--- src/rtl/core/fdrs_pkg.sv ---
// Shared types and constants for the fill/drain/rinse sequencer.
// No dependencies; imported by every module of the block.
package fdrs_pkg;

  localparam int unsigned CfgDataW  = 12;
  localparam int unsigned CfgIdxW   = 2;
  localparam int unsigned TimeW     = 32;
  localparam int unsigned LimitW    = 22;  // 4095 s * 1000 fits
  localparam int unsigned CountW    = 8;
  localparam int unsigned RelayW    = 4;
  localparam int unsigned PhaseW    = 3;
  localparam int unsigned StatusW   = 2;

  localparam int unsigned MsPerS    = 1000;

  localparam logic [CfgIdxW-1:0] RegFillTimeout = 2'd0;
  localparam logic [CfgIdxW-1:0] RegDrainTime   = 2'd1;
  localparam logic [CfgIdxW-1:0] RegDebounce    = 2'd2;

  localparam logic [LimitW-1:0]  FillLimitRst   = 22'd60000;
  localparam logic [LimitW-1:0]  DrainLimitRst  = 22'd10000;
  localparam logic [CountW-1:0]  DebounceRst    = 8'd5;

  localparam logic [RelayW-1:0] RelayCleanIn   = 4'b0001;
  localparam logic [RelayW-1:0] RelayCleanOut  = 4'b0010;
  localparam logic [RelayW-1:0] RelaySampleIn  = 4'b0100;
  localparam logic [RelayW-1:0] RelaySampleOut = 4'b1000;

  localparam logic [StatusW-1:0] StatBusy  = 2'd0;
  localparam logic [StatusW-1:0] StatReady = 2'd1;
  localparam logic [StatusW-1:0] StatError = 2'd2;

  typedef enum logic [1:0] {
    OP_POLL     = 2'd0,
    OP_PREPARE  = 2'd1,
    OP_FINISHED = 2'd2,
    OP_RESET    = 2'd3
  } op_e;

  typedef enum logic [6:0] {
    PH_IDLE         = 7'b0000001,
    PH_CLEAN_FILL   = 7'b0000010,
    PH_CLEAN_DRAIN  = 7'b0000100,
    PH_SAMPLE_FILL  = 7'b0001000,
    PH_WAIT_READ    = 7'b0010000,
    PH_SAMPLE_DRAIN = 7'b0100000,
    PH_FINAL_FILL   = 7'b1000000
  } phase_e;

  typedef struct packed {
    logic [LimitW-1:0] fill_limit_ms;
    logic [LimitW-1:0] drain_limit_ms;
    logic [CountW-1:0] debounce_count;
  } cfg_t;

  typedef struct packed {
    logic [StatusW-1:0] poll_status;
    logic [RelayW-1:0]  relay_drive;
    logic [PhaseW-1:0]  phase;
  } res_t;

  function automatic logic [PhaseW-1:0] phase_code(phase_e ph);
    logic [PhaseW-1:0] code;
    case (ph)
      PH_IDLE:         code = 3'd0;
      PH_CLEAN_FILL:   code = 3'd1;
      PH_CLEAN_DRAIN:  code = 3'd2;
      PH_SAMPLE_FILL:  code = 3'd3;
      PH_WAIT_READ:    code = 3'd4;
      PH_SAMPLE_DRAIN: code = 3'd5;
      PH_FINAL_FILL:   code = 3'd6;
      default:         code = 3'd0;
    endcase
    return code;
  endfunction

endpackage

--- src/rtl/core/fill_drain_rinse_sequencer_unit.sv ---
// Fill/drain/rinse sequencer for a sensor chamber, top level.
// Depends on fdrs_pkg, fdrs_cfg_regs and fdrs_core.
//
// Each accepted request is one command (poll, prepare, finished, reset) and
// yields exactly one result: poll status, relay drive and sequence phase.
// A request is registered on entry, evaluated against the sequencer state once
// the output register can take it, and lands in that register; the state
// updates at that same edge. With no stall the block takes one request per
// cycle; each result passes the input register, then the output register.
// Throughput is set by the single state update per request. Configuration writes
// are always ready; timeouts are scaled to milliseconds as they are written.
module fill_drain_rinse_sequencer_unit (
  input  logic                          clk_i,
  input  logic                          rst_ni,
  input  logic                          cfg_valid_i,
  output logic                          cfg_ready_o,
  input  logic [fdrs_pkg::CfgIdxW-1:0]  cfg_index_i,
  input  logic [fdrs_pkg::CfgDataW-1:0] cfg_data_i,
  input  logic                          in_valid_i,
  output logic                          in_stall_o,
  input  logic [1:0]                    opcode_i,
  input  logic                          switch_raw_i,
  input  logic [fdrs_pkg::TimeW-1:0]    now_ms_i,
  output logic                          out_valid_o,
  input  logic                          out_stall_i,
  output logic [fdrs_pkg::StatusW-1:0]  poll_status_o,
  output logic [fdrs_pkg::RelayW-1:0]   relay_drive_o,
  output logic [fdrs_pkg::PhaseW-1:0]   phase_o
);
  import fdrs_pkg::*;

  cfg_t             cfg;
  res_t             res;
  res_t             res_q;
  logic             out_valid_q;
  logic             in_valid_q;
  op_e              op_q;
  logic             sw_q;
  logic [TimeW-1:0] now_q;
  logic             out_free;
  logic             step;
  logic             in_take;

  assign cfg_ready_o = 1'b1;

  fdrs_cfg_regs u_cfg (
    .clk_i       (clk_i),
    .rst_ni      (rst_ni),
    .cfg_valid_i (cfg_valid_i),
    .cfg_index_i (cfg_index_i),
    .cfg_data_i  (cfg_data_i),
    .cfg_o       (cfg)
  );

  // Output slot frees when empty or being taken this cycle.
  assign out_free   = !out_valid_q || !out_stall_i;
  assign step       = in_valid_q && out_free;
  assign in_stall_o = in_valid_q && !out_free;
  assign in_take    = in_valid_i && !in_stall_o;

  always_ff @(posedge clk_i or negedge rst_ni) begin
    if (!rst_ni) begin
      in_valid_q <= 1'b0;
    end else if (!in_stall_o) begin
      in_valid_q <= in_valid_i;
    end
  end

  always_ff @(posedge clk_i) begin
    if (in_take) begin
      op_q  <= op_e'(opcode_i);
      sw_q  <= switch_raw_i;
      now_q <= now_ms_i;
    end
  end

  fdrs_core u_core (
    .clk_i        (clk_i),
    .rst_ni       (rst_ni),
    .step_i       (step),
    .opcode_i     (op_q),
    .switch_raw_i (sw_q),
    .now_ms_i     (now_q),
    .cfg_i        (cfg),
    .res_o        (res)
  );

  always_ff @(posedge clk_i or negedge rst_ni) begin
    if (!rst_ni) begin
      out_valid_q <= 1'b0;
    end else if (out_free) begin
      out_valid_q <= step;
    end
  end

  always_ff @(posedge clk_i) begin
    if (step) begin
      res_q <= res;
    end
  end

  assign out_valid_o   = out_valid_q;
  assign poll_status_o = res_q.poll_status;
  assign relay_drive_o = res_q.relay_drive;
  assign phase_o       = res_q.phase;

endmodule

--- src/rtl/core/fdrs_cfg_regs.sv ---
// Configuration registers of the sequencer; timeouts are kept in milliseconds.
// Depends on fdrs_pkg.
module fdrs_cfg_regs (
  input  logic                          clk_i,
  input  logic                          rst_ni,
  input  logic                          cfg_valid_i,
  input  logic [fdrs_pkg::CfgIdxW-1:0]  cfg_index_i,
  input  logic [fdrs_pkg::CfgDataW-1:0] cfg_data_i,
  output fdrs_pkg::cfg_t                cfg_o
);
  import fdrs_pkg::*;

  cfg_t              cfg_q, cfg_d;
  logic [LimitW-1:0] limit_ms;

  // Scale seconds to milliseconds once, at write time.
  assign limit_ms = LimitW'(cfg_data_i) * LimitW'(MsPerS);

  always_comb begin
    cfg_d = cfg_q;
    if (cfg_valid_i) begin
      case (cfg_index_i)
        RegFillTimeout: cfg_d.fill_limit_ms  = limit_ms;
        RegDrainTime:   cfg_d.drain_limit_ms = limit_ms;
        RegDebounce:    cfg_d.debounce_count = cfg_data_i[CountW-1:0];
        default:        cfg_d = cfg_q;
      endcase
    end
  end

  always_ff @(posedge clk_i or negedge rst_ni) begin
    if (!rst_ni) begin
      cfg_q <= '{fill_limit_ms: FillLimitRst, drain_limit_ms: DrainLimitRst,
                 debounce_count: DebounceRst};
    end else begin
      cfg_q <= cfg_d;
    end
  end

  assign cfg_o = cfg_q;

endmodule

--- src/rtl/core/fdrs_core.sv ---
// Sequencer state and next-state logic: phase machine, debouncer, fill/drain timer.
// Depends on fdrs_pkg.
module fdrs_core (
  input  logic                         clk_i,
  input  logic                         rst_ni,
  input  logic                         step_i,
  input  fdrs_pkg::op_e                opcode_i,
  input  logic                         switch_raw_i,
  input  logic [fdrs_pkg::TimeW-1:0]   now_ms_i,
  input  fdrs_pkg::cfg_t               cfg_i,
  output fdrs_pkg::res_t               res_o
);
  import fdrs_pkg::*;

  phase_e            phase_q, phase_d;
  logic              prepare_q, prepare_d;
  logic              cleaning_q, cleaning_d;
  logic              timing_q, timing_d;
  logic              error_q, error_d;
  logic [TimeW-1:0]  start_q, start_d;
  logic [CountW-1:0] high_q, high_d;
  logic [CountW-1:0] low_q, low_d;
  logic              level_q, level_d;
  logic [RelayW-1:0] relay_q, relay_d;

  logic [CountW-1:0] high_inc, low_inc, sat_count;
  logic              deb_level;
  logic [CountW-1:0] deb_high, deb_low;
  logic [TimeW-1:0]  elapsed;
  logic              fill_over, drain_over;
  logic              is_fill, is_drain;
  logic [RelayW-1:0] mask;
  logic              advance;
  logic [StatusW-1:0] status;

  // Debouncer next values for the current sample.
  assign high_inc  = high_q + 1'b1;
  assign low_inc   = low_q + 1'b1;
  assign sat_count = cfg_i.debounce_count + 1'b1;

  always_comb begin
    deb_level = level_q;
    deb_high  = high_q;
    deb_low   = low_q;
    if (switch_raw_i) begin
      deb_low  = '0;
      deb_high = high_inc;
      if (high_inc >= cfg_i.debounce_count) begin
        deb_high  = sat_count;
        deb_level = 1'b1;
      end
    end else begin
      deb_high = '0;
      deb_low  = low_inc;
      if (low_inc >= cfg_i.debounce_count) begin
        deb_low   = sat_count;
        deb_level = 1'b0;
      end
    end
  end

  assign elapsed    = now_ms_i - start_q;
  assign fill_over  = elapsed > TimeW'(cfg_i.fill_limit_ms);
  assign drain_over = elapsed > TimeW'(cfg_i.drain_limit_ms);

  always_comb begin
    is_fill  = 1'b0;
    is_drain = 1'b0;
    mask     = '0;
    case (phase_q)
      PH_CLEAN_FILL: begin
        is_fill = 1'b1;
        mask    = RelayCleanIn;
      end
      PH_CLEAN_DRAIN: begin
        is_drain = 1'b1;
        mask     = RelayCleanOut;
      end
      PH_SAMPLE_FILL: begin
        is_fill = 1'b1;
        mask    = RelaySampleIn;
      end
      PH_SAMPLE_DRAIN: begin
        is_drain = 1'b1;
        mask     = RelaySampleOut;
      end
      PH_FINAL_FILL: begin
        is_fill = 1'b1;
        mask    = RelayCleanIn;
      end
      default: begin
        is_fill = 1'b0;
      end
    endcase
  end

  always_comb begin
    phase_d    = phase_q;
    prepare_d  = prepare_q;
    cleaning_d = cleaning_q;
    timing_d   = timing_q;
    error_d    = error_q;
    start_d    = start_q;
    high_d     = high_q;
    low_d      = low_q;
    level_d    = level_q;
    relay_d    = relay_q;
    status     = StatBusy;
    advance    = 1'b0;

    case (opcode_i)
      OP_POLL: begin
        if (error_q) begin
          status = StatError;
        end else if (phase_q == PH_WAIT_READ && !cleaning_q) begin
          prepare_d = 1'b0;
          status    = StatReady;
        end else if (prepare_q || cleaning_q) begin
          advance = 1'b1;
        end
      end
      OP_PREPARE: begin
        prepare_d  = 1'b1;
        cleaning_d = 1'b0;
        phase_d    = PH_CLEAN_FILL;
      end
      OP_FINISHED: begin
        cleaning_d = 1'b1;
      end
      default: begin
        relay_d    = '0;
        prepare_d  = 1'b0;
        cleaning_d = 1'b0;
        timing_d   = 1'b0;
        error_d    = 1'b0;
        phase_d    = PH_IDLE;
      end
    endcase

    if (advance && phase_q == PH_WAIT_READ && cleaning_q) begin
      phase_d = PH_SAMPLE_DRAIN;
    end

    if (advance && (is_fill || is_drain)) begin
      high_d  = deb_high;
      low_d   = deb_low;
      level_d = deb_level;
      if (is_fill) begin
        if (deb_level) begin
          relay_d  = relay_q & ~mask;
          timing_d = 1'b0;
          case (phase_q)
            PH_CLEAN_FILL:  phase_d = PH_CLEAN_DRAIN;
            PH_SAMPLE_FILL: phase_d = PH_WAIT_READ;
            PH_FINAL_FILL: begin
              phase_d    = PH_IDLE;
              cleaning_d = 1'b0;
            end
            default:        phase_d = phase_q;
          endcase
        end else if (!timing_q) begin
          start_d  = now_ms_i;
          timing_d = 1'b1;
          relay_d  = relay_q | mask;
        end else if (fill_over) begin
          error_d  = 1'b1;
          timing_d = 1'b0;
          relay_d  = relay_q & ~mask;
        end
      end else begin
        if (deb_level) begin
          relay_d = relay_q | mask;
        end else if (!timing_q) begin
          start_d  = now_ms_i;
          timing_d = 1'b1;
          relay_d  = relay_q | mask;
        end else if (drain_over) begin
          timing_d = 1'b0;
          relay_d  = relay_q & ~mask;
          phase_d  = (phase_q == PH_CLEAN_DRAIN) ? PH_SAMPLE_FILL : PH_FINAL_FILL;
        end
      end
    end
  end

  always_ff @(posedge clk_i or negedge rst_ni) begin
    if (!rst_ni) begin
      phase_q    <= PH_IDLE;
      prepare_q  <= 1'b0;
      cleaning_q <= 1'b0;
      timing_q   <= 1'b0;
      error_q    <= 1'b0;
      start_q    <= '0;
      high_q     <= '0;
      low_q      <= '0;
      level_q    <= 1'b0;
      relay_q    <= '0;
    end else if (step_i) begin
      phase_q    <= phase_d;
      prepare_q  <= prepare_d;
      cleaning_q <= cleaning_d;
      timing_q   <= timing_d;
      error_q    <= error_d;
      start_q    <= start_d;
      high_q     <= high_d;
      low_q      <= low_d;
      level_q    <= level_d;
      relay_q    <= relay_d;
    end
  end

  assign res_o = '{poll_status: status, relay_drive: relay_d, phase: phase_code(phase_d)};

endmodule
--- config.mk ---
export PLATFORM = sky130hd
export DESIGN_NAME = fill_drain_rinse_sequencer_unit
export DESIGN_NICKNAME = d
export VERILOG_FILES = /design/src/rtl/core/fdrs_pkg.sv /design/src/rtl/core/fill_drain_rinse_sequencer_unit.sv /design/src/rtl/core/fdrs_cfg_regs.sv /design/src/rtl/core/fdrs_core.sv
export SDC_FILE = /design/constraint.sdc
export NUM_CORES = 1
export LEC_CHECK = 0
export BUFFER_PORTS_ARGS = -buffer_cell sky130_fd_sc_hd__buf_4
export CAP_MARGIN = 10
export CORE_MARGIN = 2
export CORE_UTILIZATION = 41
export DETAILED_ROUTE_END_ITERATION = 7
export PLACE_DENSITY = 0.67
export SLEW_MARGIN = 30
export SYNTH_ARGS = -nofsm -noshare
export SYNTH_HDL_FRONTEND = slang
export SYNTH_HIERARCHICAL = 1
export SYNTH_SLANG_ARGS = --single-unit
--- constraint.sdc ---
create_clock -name clk_i -period 6.4 [get_ports clk_i]
set_input_delay 0.32 -clock clk_i [delete_from_list [all_inputs] [get_ports clk_i]]
set_output_delay 0.32 -clock clk_i [all_outputs]
set_load 0.05 [all_outputs]
==> results of run 1 <==
## sequential cells by signal, summed over array words and instances, names as in the netlist, 3 cells and up
| name | count |
|---|---|
| relay_drive_o | 4 |
| u_cfg/cfg_o | 46 |
| u_core/low_q | 8 |
| u_core/relay_q | 4 |
| u_core/phase_q | 7 |
| phase_o | 3 |
| u_core/high_q | 8 |
| u_core/start_q | 32 |
| now_q | 32 |
## layout by cell type (no fill, tap or decap), types with 7 or more instances in the layout
cell type,instances
edfxtp_1,44
dfrtp_1,97
xor2_1,28
xnor2_1,35
and3_1,9
a31oi_1,8
ha_1,139
nand3_1,29
buf_4,73
a21o_1,25
fa_1,39
o21ai_0,131
o211ai_1,9
o21a_1,13
a21oi_1,74
a211oi_1,13
nor2b_1,9
mux2_2,11
nor3_1,24
o21ai_1,7
conb_1,7
nor3b_1,9
nand2_1,156
clkbuf_16,17
inv_1,152
o31ai_1,12
a21oi_2,9
mux2i_1,9
dfstp_2,15
nand2b_1,7
nor2_1,53
nor4_1,10
nand4_1,16
## final timing paths
kind | start | to | slack (ps) | depth (start not counted)
worst min-delay path | rst_ni | u_core/high_q[5] | -20 | 1
max in group asynchronous | rst_ni | u_core/start_q[30] | 5230 | 2
worst max register to register | now_q[2] | phase_o[0] | 1240 | 19
worst min register to register | u_cfg/cfg_o[16] | u_cfg/cfg_o[16] | 480 | 2
min in group clk_i | now_ms_i[23] | now_q[23] | 60 | 1
worst max-delay path | now_q[2] | phase_o[0] | 1240 | 19
## per-stage QoR
step | cells | instance area, um^2
after floorplan | 1346 | 12300
after global placement | 1763 | 13100
after detailed placement | 1763 | 13100
after CTS | 1795 | 13700
after global routing | 1795 | 13700
final | 1795 | 13700
## per-layer routing
| layer | vias to the layer above | wire (um) |
|---|---|---|
| met4 | 0 | 397 |
| met5 | - | 0 |
| met1 | 4679 | 13200 |
| met2 | 149 | 13700 |
| li1 | 4808 | - |
| met3 | 26 | 843 |
## cell type report
type                    instances  area [um^2]  area share
repair buffers                 73          548      0.0400
well taps                     390          488      0.0356
clock inverters                13          106     0.00777
clock buffers                  19          443      0.0323
multi-input cells             991         7390       0.540
flip-flops and latches        156         4140       0.303
inverters                     153          574      0.0419
## logic make-up after synthesis
group | share of synthesized area
AO/OA/AOI/OAI | 0.184
XOR/XNOR | 0.0448
adder cells (fa/ha/maj) | 0.205
buffers and inverters | 0.0657
flip-flops | 0.337
multiplexers | 0.0174
other | 0.000610
AND/OR/NAND/NOR | 0.146
## power groups by stage
stage          combinational [uW]  clock (uW)  sequential [uW]
3_5_place_dp                 2990           0             1420
2_1_floorplan                2270           0             1390
4_1_cts                      3020         989             1400
6_report                     3020         962             1400
3_3_place_gp                 2920           0             1410
5_1_grt                      3420        1030             1430
==> summary.md, run 1 <==
| Metric | Value |
|---|---|
| Total gr overflow | 0 |
| Clk slew on worst S/H paths | 70 ps |
| Internal | around 3000 uW |
| Top post-synthesis cells by area | dfrtp_1, ha_1, edfxtp_1 |
| First-pass GRT wire length | roughly 47000 um |
| Post-layout util | 0.462 |
| Max IR drop VDD | between 150 and 200 uV |
| Core Region | 0.0296 mm^2 |
| Initial Utilization | 0.415 |
| RSZ-0062 raised after global routing | no |
| FMAX | 194 MHz |
| Register bit count reported by yosys | 156 |
| Die span in x | ~180 um |
| CP Capture Type | flop |
| Startpoint types | flop |
| P per Cell Area | around 390 mW/mm^2 |
| Worst-skew pair later-pin latency | 430 ps |
| Clock power frac | 0.179 |
| Tot Pwr | ~5400 uW |
| Leakage | 0.00633 uW |
| PortBufs | 64 |
| Outcome | finished, violations left |
| Post-synthesis cell count | 1341 |
| Net Sw Frac | 0.444 |
| Gate power share | 0.562 |
| Routed len/inst | roughly 16 um |
| Final Hold Viols | 13 |
| Vias/cell | about 5.4 |
| Seq pwr share | 0.260 |
| Num rows | 63 |
| Post-synth EDFFs | between 40 and 50 |
| Routed wire length | between 20000 and 30000 um |
| Crit-path max FO | 4 |
| Max incr delay on CP | approximately 460 ps |
| Crit-path slowest cell | or4_1 |
| M3 GR Usage | 0.0262 |
| TritonCTS clock tree | built |
| Layout cell share with drive strength beyond 1 | 0.123 |
| Post-route minimum period | about 5200 ps |
| Failing checks | negative hold slack |
| Num CTS Buffers | 17 |
| Drt pass-1 iters | 6 |
| Main flop type after synthesis | dfrtp_1 |
| Slew HR | 0.443 |
| # clock sinks | around 160 |
| Largest net degree at the start of global routing | between 60 and 70 |
| Final worst slack | about 1200 ps |
| CP bufs+invs | 0 |
| # DRC | 0 |
| Average cell area after synthesis | about 9.2 um^2 |
| Final setup violation count | 0 |
| Die ar. | 0.0314 mm^2 |
| Yosys Warn Count | 6 |
| Root Buffer | clkbuf_16 |
| Critical Path, Cell by Cell | ha_1 -> o211ai_1 -> a21o_1 -> nand3_1 -> a31oi_1 -> o21ai_0 -> xor2_1 -> ha_1 -> a21o_1 -> a21oi_1 -> nor2b_1 -> a2111oi_0 -> a2bb2oi_1 -> o21ai_1 -> nor2_1 -> a31oi_1 -> or2_2 -> or4_1 -> a21oi_1 |
| Post-DP HPWL | 22000 um |
| # resized after CTS | 0 |
| NetSw | between 2000 and 2500 uW |
| N_diodes | 0 |
| Die H | 177 um |
| Met1 usage in global routing | 0.251 |
| Met2 Usage GRT | 0.318 |
| Antenna viol nets, final | 0 |
| Most frequent cell after synthesis | nand2_1 |
| Crit Path Category | flop to flop |
| Gr busiest metal | met2 |
| Hold slack | -24.1 ps |
| Final slew viol count | 0 |
| Initial DRC Count | roughly 590 |
| WP data required | around 6700 ps |
| Max-cap violations | 0 |
| Mapped Area | between 0.01 and 0.015 mm^2 |
| Post-synth top cells | nand2_1, inv_1, ha_1 |
| Vias in the first global route | 9558 |
| Syn-to-layout area delta | 11.2% |
| Ports | 66 |
| Worst clock skew | 9.06 ps |
| Final GP Congestion | slightly below 0.9 |
| Fin crit share | 0.806 |
| Vias post-DR | 9662 |
| Max clock buf depth | 2 |
| H-Tree Depth | 4 |
| Post-CTS Setup Repair Bufs | 0 |
| Family with the most delay on the worst path | compound AO/OA/AOI/OAI gates |
| Unique masters post-synth | 90 |
| Slew @ Worst Pin | 835 ps |
| Worst EP arrival | 5440 ps |
| Antenna violations before repair | 0 |
| Cts hold-fix bufs | 0 |
| Dpl ws | about 1300 ps |
| Post-synthesis async set-or-reset flop share | 0.718 |
| Nets | 1624 |
| Synth area leader | dfrtp_1 |
| Seq/Total Area, Yosys | 0.337 |
| All-Layer GR Usage | 0.187 |
| HP Class | input pin to asynchronous set/reset pin |
| Post-synth top area share | 0.197 |
| Fillers | around 3000 |
| Setup TNS | 0 ps |
Note: power is estimated with default switching activity, not from simulation.
==> inputs of run 2 (changes only) <==
--- a/config.mk
+++ b/config.mk
@@ -5,12 +5,13 @@
 export SDC_FILE = /design/constraint.sdc
 export NUM_CORES = 1
 export LEC_CHECK = 0
+export ABC_AREA = 1
 export BUFFER_PORTS_ARGS = -buffer_cell sky130_fd_sc_hd__buf_4
 export CAP_MARGIN = 10
 export CORE_MARGIN = 2
 export CORE_UTILIZATION = 41
 export DETAILED_ROUTE_END_ITERATION = 7
-export PLACE_DENSITY = 0.67
+export PLACE_DENSITY = 0.69
 export SLEW_MARGIN = 30
 export SYNTH_ARGS = -nofsm -noshare
 export SYNTH_HDL_FRONTEND = slang
==> constraint.sdc (replaced) <==
create_clock -name clk_i -period 4.6 [get_ports clk_i]
set_input_delay 0.23 -clock clk_i [delete_from_list [all_inputs] [get_ports clk_i]]
set_output_delay 0.23 -clock clk_i [all_outputs]
set_load 0.05 [all_outputs]
==> run 2 against run 1 <==
  * Global-route usage increased by 0.80 points
  * Clock skew increased by 8.8 ps
  * The run now ends clean
  * Design area is 10% higher
  * Sequential share of layout area shrank 2.9 points
  * Clock power is 44% higher
  * Routed wire length is 10% higher
  * Utilization grew 1.5 points
  * Largest power group unchanged
  * Highest routed layer unchanged
  * Synthesized cell count rose by 32%
  * Total power is 49% higher
  * Combinational power rose by 53%
  * Final cell count is 27% higher
==> summary.md, run 2 <==
| Metric | Value |
|---|---|
| Outcome | completed |
| Vias/cell | slightly below 5 |
| Vias post-DR | 11190 |
| Nets | 2101 |
| Final slew viol count | 0 |
| Yosys Warn Count | 6 |
| Worst clock skew | around 18 ps |
| Max clock buf depth | 2 |
| Most frequent cells in the layout | nand2_1, inv_1, ha_1 |
| Post-DP HPWL | roughly 25000 um |
| Average cell area after synthesis | roughly 7.5 um^2 |
| Finished Layout Cells | 2284 |
| Post-synthesis cell count | about 1800 |
| N_diodes | 0 |
| RSZ-0062 raised after global routing | no |
| Num rows | between 60 and 70 |
| Commonest non-fill, non-tap cell in the layout | nand2_1 |
| Routed len/inst | around 14 um |
| CP Capture Type | flop |
| Drt pass-1 iters | 5 |
| Uppermost layer routed | met4 |
| Flop2flop setup slack | about 420 ps |
| Clk slew on worst S/H paths | about 70 ps |
| Net Sw Frac | 0.468 |
| Max-cap violations | 0 |
| Vias in the first global route | approximately 11000 |
| # resized after CTS | 0 |
| Slew @ Worst Pin | between 800 and 900 ps |
| P per Cell Area | approximately 530 mW/mm^2 |
| Final GP Congestion | approximately 0.95 |
| Final Hold Viols | 0 |
| Initial DRC Count | between 600 and 700 |
| Main flop type after synthesis | dfrtp_1 |
| Clock power frac | 0.174 |
| Worst-skew pair later-pin latency | between 400 and 500 ps |
| Final setup violation count | 0 |
| Crit-path max FO | 9 |
| Post-synth top area share | 0.183 |
| Post-synthesis async set-or-reset flop share | 0.718 |
| Seq/Total Area, Yosys | 0.312 |
| Crit-path most repeated cell | nand2_1 |
| Antenna violations before repair | 0 |
| Post-route minimum period | about 4200 ps |
| Routed wire length | between 30000 and 40000 um |
| Max incr delay on CP | roughly 410 ps |
| Seq pwr share | 0.249 |
| Mapped Area | 0.0133 mm^2 |
| Leakage | approximately 0.008 uW |
| WL met3 | 1090 um |
| Core Region | around 0.032 mm^2 |
| Post-synth top cells | nand2_1, inv_1, ha_1 |
| NetSw | around 3800 uW |
| Fillers | between 3000 and 4000 |
| Antenna viol nets, final | 0 |
| WP data required | approximately 4800 ps |
| Most frequent cell after synthesis | nand2_1 |
| Met2 WL post-DR | around 15000 um |
| Max IR drop VDD | ~340 uV |
| Internal | between 4000 and 5000 uW |
| Syn-to-layout area delta | 13.9% |
| Gate power share | 0.577 |
| First-pass GRT wire length | approximately 53000 um |
| TritonCTS clock tree | built |
| All-Layer GR Usage | 0.195 |
| Top post-synthesis cells by area | dfrtp_1, ha_1, nand2_1 |
| Post-synth EDFFs | 44 |
| Ports | between 60 and 70 |
| PortBufs | 64 |
| Largest register FFs | 46 |
| Synth area leader | dfrtp_1 |
| Root Buffer | clkbuf_16 |
| Total gr overflow | 0 |
| Setup TNS | 0 ps |
| H-Tree Depth | 4 |
| Num CTS Buffers | 17 |
| Crit Path Category | flop to flop |
| # clock sinks | approximately 160 |
| Die ar. | approximately 0.034 mm^2 |
| Slew HR | 0.438 |
| Fin crit share | 0.908 |
| Met1 Routed Length | roughly 15000 um |
| Startpoint types | flop |
| Unique masters post-synth | between 50 and 60 |
| # DRC | 0 |
| Largest net degree at the start of global routing | 65 |
| Layout cell share with drive strength beyond 1 | 0.106 |
| HP Class | input pin to flop |
| Register bit count reported by yosys | roughly 160 |
| Crit-path slowest cell | fa_1 |
| Worst EP arrival | around 4400 ps |
| FMAX | around 240 MHz |
| Initial Utilization | 0.418 |
| Die H | around 180 um |
| Die span in x | around 180 um |
| Post-Place Cells | roughly 2200 |
[run 2: changes by cell type in the layout (fill, tap and decap cells not counted), moves of 12 or more]
cell and delta:
a21o_1 -24, o31ai_1 -12, inv_1 +191, xnor2_1 -25, nor2_1 +81, a21oi_1 +23, nand2_1 +301, dlygate4sd3_1 +38
o21ai_0 -63, o21a_1 -12, nand2_2 +24, nand3_1 +50
[run 2: area by class of cell]
cell class,count,area (um^2),share of cell area
clock inverters,14,130,0.00861
well taps,402,503,0.0333
repair buffers,109,926,0.0612
clock buffers,18,439,0.0291
multi-input cells,1226,7630,0.504
flip-flops and latches,156,4140,0.274
inverters,359,1350,0.0893
[run 2: layer usage]
layer | up-vias | global-route usage
met5 | - | 0
met4 | 0 | 0.0512
met3 | 31 | 0.0256
met2 | 204 | 0.340
met1 | 5198 | 0.255
li1 | 5757 | -
[run 2: timing repair]
action,in CTS,in global routing
hold buffers,38,0
hold endpoints to repair,94,0
buffers inserted,0,0
[run 2: cells by family after synthesis]
family / after synthesis / share of synthesized area
AOI/OAI and AO/OA: 215 / 0.0918
muxes: 1 / 0.000849
other: 2 / 0.000566
buffers and inverters: 388 / 0.115
and+or+nand+nor: 780 / 0.260
xor gates and xnor gates: 45 / 0.0297
DFF: 156 / 0.312
adders and majority gates: 178 / 0.190
[run 2: final timing paths]
path | from | end | cells past startpoint
setup / recovery | now_q[0] | phase_o[1] | 31
hold / removal | cfg_index_i[0] | u_cfg/cfg_o[44] | 4
setup reg to reg | now_q[0] | phase_o[1] | 31
hold reg to reg | u_cfg/cfg_o[45] | u_cfg/cfg_o[45] | 2
max in group asynchronous | rst_ni | u_core/start_q[18] | 3
min in group asynchronous | rst_ni | u_core/high_q[2] | 2
[run 2: power groups by stage]
stage               logic (uW)  clock network, uW  registers (uW)
floorplan                 3450                  0            2000
global placement          4470                  0            2010
detailed placement        4560                  0            2020
CTS                       4620               1440            2000
global route              5360               1490            2040
finish                    4630               1390            2000
[run 2: critical path: cells and delay by family, from the launching register on]
family	cells	cell delay, ps
AOI/OAI and AO/OA	2	380
xor gates and xnor gates	1	180
adders and majority gates	3	850
buffers and inverters	3	280
DFF	1	360
and+or+nand+nor	22	1870
[run 2: stage by stage]
stage	hold WS [ps]	setup WS (ps)	utilization	power (uW)	cell area [um^2]
2_1_floorplan	-65.6	1010	-	5450	13300
3_3_place_gp	402	453	0.447	6480	14200
3_5_place_dp	394	452	0.447	6580	14200
4_1_cts	87.0	419	0.477	8060	15100
5_1_grt	125	28.6	0.477	8890	15100
6_report	115	422	0.477	8020	15100
==> inputs of run 3 (changes only) <==
--- a/config.mk
+++ b/config.mk
@@ -9,9 +9,9 @@
 export BUFFER_PORTS_ARGS = -buffer_cell sky130_fd_sc_hd__buf_4
 export CAP_MARGIN = 10
 export CORE_MARGIN = 2
-export CORE_UTILIZATION = 41
+export CORE_UTILIZATION = 39
 export DETAILED_ROUTE_END_ITERATION = 7
-export PLACE_DENSITY = 0.69
+export PLACE_DENSITY = 0.67
 export SLEW_MARGIN = 30
 export SYNTH_ARGS = -nofsm -noshare
 export SYNTH_HDL_FRONTEND = slang
==> run 3 against run 2 <==
  * First-iteration DRC count rose by 5.5%
  * Highest routed layer unchanged
  * Via count grew 1.3%
  * Hold slack got worse by 13 ps
  * Global-route usage shrank 0.94 points
  * Routed wire length grew 1.7%
  * Clock skew is 8.0 ps lower
  * Largest cell class unchanged
  * Final cell count is 2.1% higher
==> summary.md, run 3 (synthesized netlist as in run 2, its figures left out) <==
| Metric | Value |
|---|---|
| Routed wire length | between 30000 and 40000 um |
| Final Hold Viols | 0 |
| HP Class | input pin to flop |
| Worst EP arrival | ~4300 ps |
| First-pass GRT wire length | roughly 54000 um |
| Tot Pwr | 8060 uW |
| Net Sw Frac | 0.457 |
| Worst-skew pair later-pin latency | roughly 440 ps |
| Leakage | approximately 0.0080 uW |
| RSZ-0062 raised after global routing | no |
| Layout cell share with drive strength beyond 1 | 0.106 |
| Fillers | 3349 |
| N_diodes | 0 |
| Max clock buf depth | 2 |
| Final worst slack | around 490 ps |
| Crit Path Category | flop to flop |
| Dpl ws | 506 ps |
| Largest register FFs | 46 |
| Most frequent cells in the layout | nand2_1, inv_1, ha_1 |
| Final setup violation count | 0 |
| FMAX | 244 MHz |
| Internal | 4370 uW |
| # DRC | 0 |
| Final std cell area, no fill | 0.0152 mm^2 |
| Total gr overflow | 0 |
| Initial DRC Count | between 600 and 700 |
| Commonest non-fill, non-tap cell in the layout | nand2_1 |
| Seq pwr share | 0.248 |
| Clock power frac | 0.180 |
| Die span in x | roughly 190 um |
| Post-DP HPWL | between 20000 and 30000 um |
| Fin crit share | 0.893 |
| CP Capture Type | flop |
| Vias post-DR | ~11000 |
| Worst clock skew | around 10 ps |
| Die H | roughly 190 um |
| Placed inst area | roughly 0.014 mm^2 |
| Num rows | between 60 and 70 |
| Vias/cell | 4.86 |
| Ports | 66 |
| PortBufs | 64 |
| Antenna violations before repair | 0 |
| Startpoint types | flop |
| Nets | between 2000 and 2500 |
| Outcome | completed |
| Post-CTS Setup Repair Bufs | 0 |
| H-Tree Depth | 4 |
| Die ar. | roughly 0.036 mm^2 |
| NetSw | approximately 3700 uW |
| Core Region | roughly 0.034 mm^2 |
| # clock sinks | 156 |
| Setup TNS | 0 ps |
| Max-cap violations | 0 |
| Post-route minimum period | 4110 ps |
| TritonCTS clock tree | built |
| Cts hold-fix bufs | 38 |
| Num CTS Buffers | 17 |
| Initial Utilization | 0.396 |
| P per Cell Area | 530 mW/mm^2 |
| Drt pass-1 iters | 5 |
| Crit-path max FO | 9 |
| Slew HR | 0.451 |
| Routed len/inst | between 10 and 15 um |
| Max IR drop VDD | around 360 uV |
| Slew @ Worst Pin | between 800 and 900 ps |
| Clk slew on worst S/H paths | approximately 60 ps |
| Gate power share | 0.572 |
| Vias in the first global route | about 11000 |
| # resized after CTS | 0 |
| All-Layer GR Usage | 0.186 |
| Final GP Congestion | around 0.92 |
| Post-layout util | 0.454 |
| Syn-to-layout area delta | 14.7% |
| Root Buffer | clkbuf_16 |
| Final slew viol count | 0 |
| Antenna viol nets, final | 0 |
| Largest net degree at the start of global routing | between 50 and 60 |
| WP data required | roughly 4800 ps |
[run 3: cell types whose count changed in the layout (fill, tap and decap cells not counted), sizes merged]
cell    delta
clkbuf     +4
buf        +3
inv        -6
bufinv     +1
[run 3: per-stage QoR]
| step | hold slack, ps | instances |
|---|---|---|
| finish | 102 | 2332 |
| global route | 127 | 2332 |
| CTS | 88.2 | 2332 |
| detailed placement | 380 | 2263 |
| global placement | 375 | 2263 |
| floorplan | -65.6 | 1770 |
[run 3: final timing paths]
kind                       slack [ps]            start               end  depth (start not counted)
setup / recovery                  490         now_q[0]  relay_drive_o[3]                         24
hold / removal                    100   cfg_index_i[0]   u_cfg/cfg_o[44]                          4
setup reg to reg                  490         now_q[0]  relay_drive_o[3]                         24
hold reg to reg                   470  u_cfg/cfg_o[45]   u_cfg/cfg_o[45]                          2
max in group asynchronous        2920           rst_ni   u_cfg/cfg_o[11]                          3
min in group asynchronous         430           rst_ni  u_core/high_q[3]                          2
[run 3: layout make-up]
cell class	count	area, um^2	share of cell area
repair buffers	112	936	0.0615
inverters	359	1350	0.0887
clock buffers	22	497	0.0326
clock inverters	9	108	0.00707
flip-flops and latches	156	4140	0.272
multi-input cells	1226	7630	0.501
well taps	448	561	0.0368
[run 3: power groups by stage]
stage,sequential (uW),combinational (uW),clock [uW]
detailed placement,2020,4550,0
floorplan,2000,3450,0
CTS,2000,4620,1490
finish,2000,4610,1450
global placement,2020,4450,0
global route,2040,5330,1550
[run 3: per-layer routing]
| layer | global-route usage | wire length [um] | vias to the layer above |
|---|---|---|---|
| li1 | - | - | 5765 |
| met1 | 0.231 | 14100 | 5277 |
| met2 | 0.327 | 15400 | 229 |
| met3 | 0.0268 | 1100 | 64 |
| met4 | 0.0679 | 925 | 0 |
| met5 | 0 | 0 | - |
[run 3: worst max-delay path: stages, from the launching register on]
cell,delay (ps)
edfxtp_1,370
inv_1,100
ha_1,150
inv_1,70
fa_1,400
nand2_1,80
nand2_1,80
nand3_1,120
nand2_2,110
nand2_1,80
nand2_1,110
a31oi_1,190
xnor2_1,160
ha_1,310
nand2_1,60
inv_1,70
nand2_1,50
nor4b_1,270
nand3_1,110
a21oi_1,330
nand2_2,210
o211ai_1,200
nand2_1,70
inv_1,70
a21oi_1,60
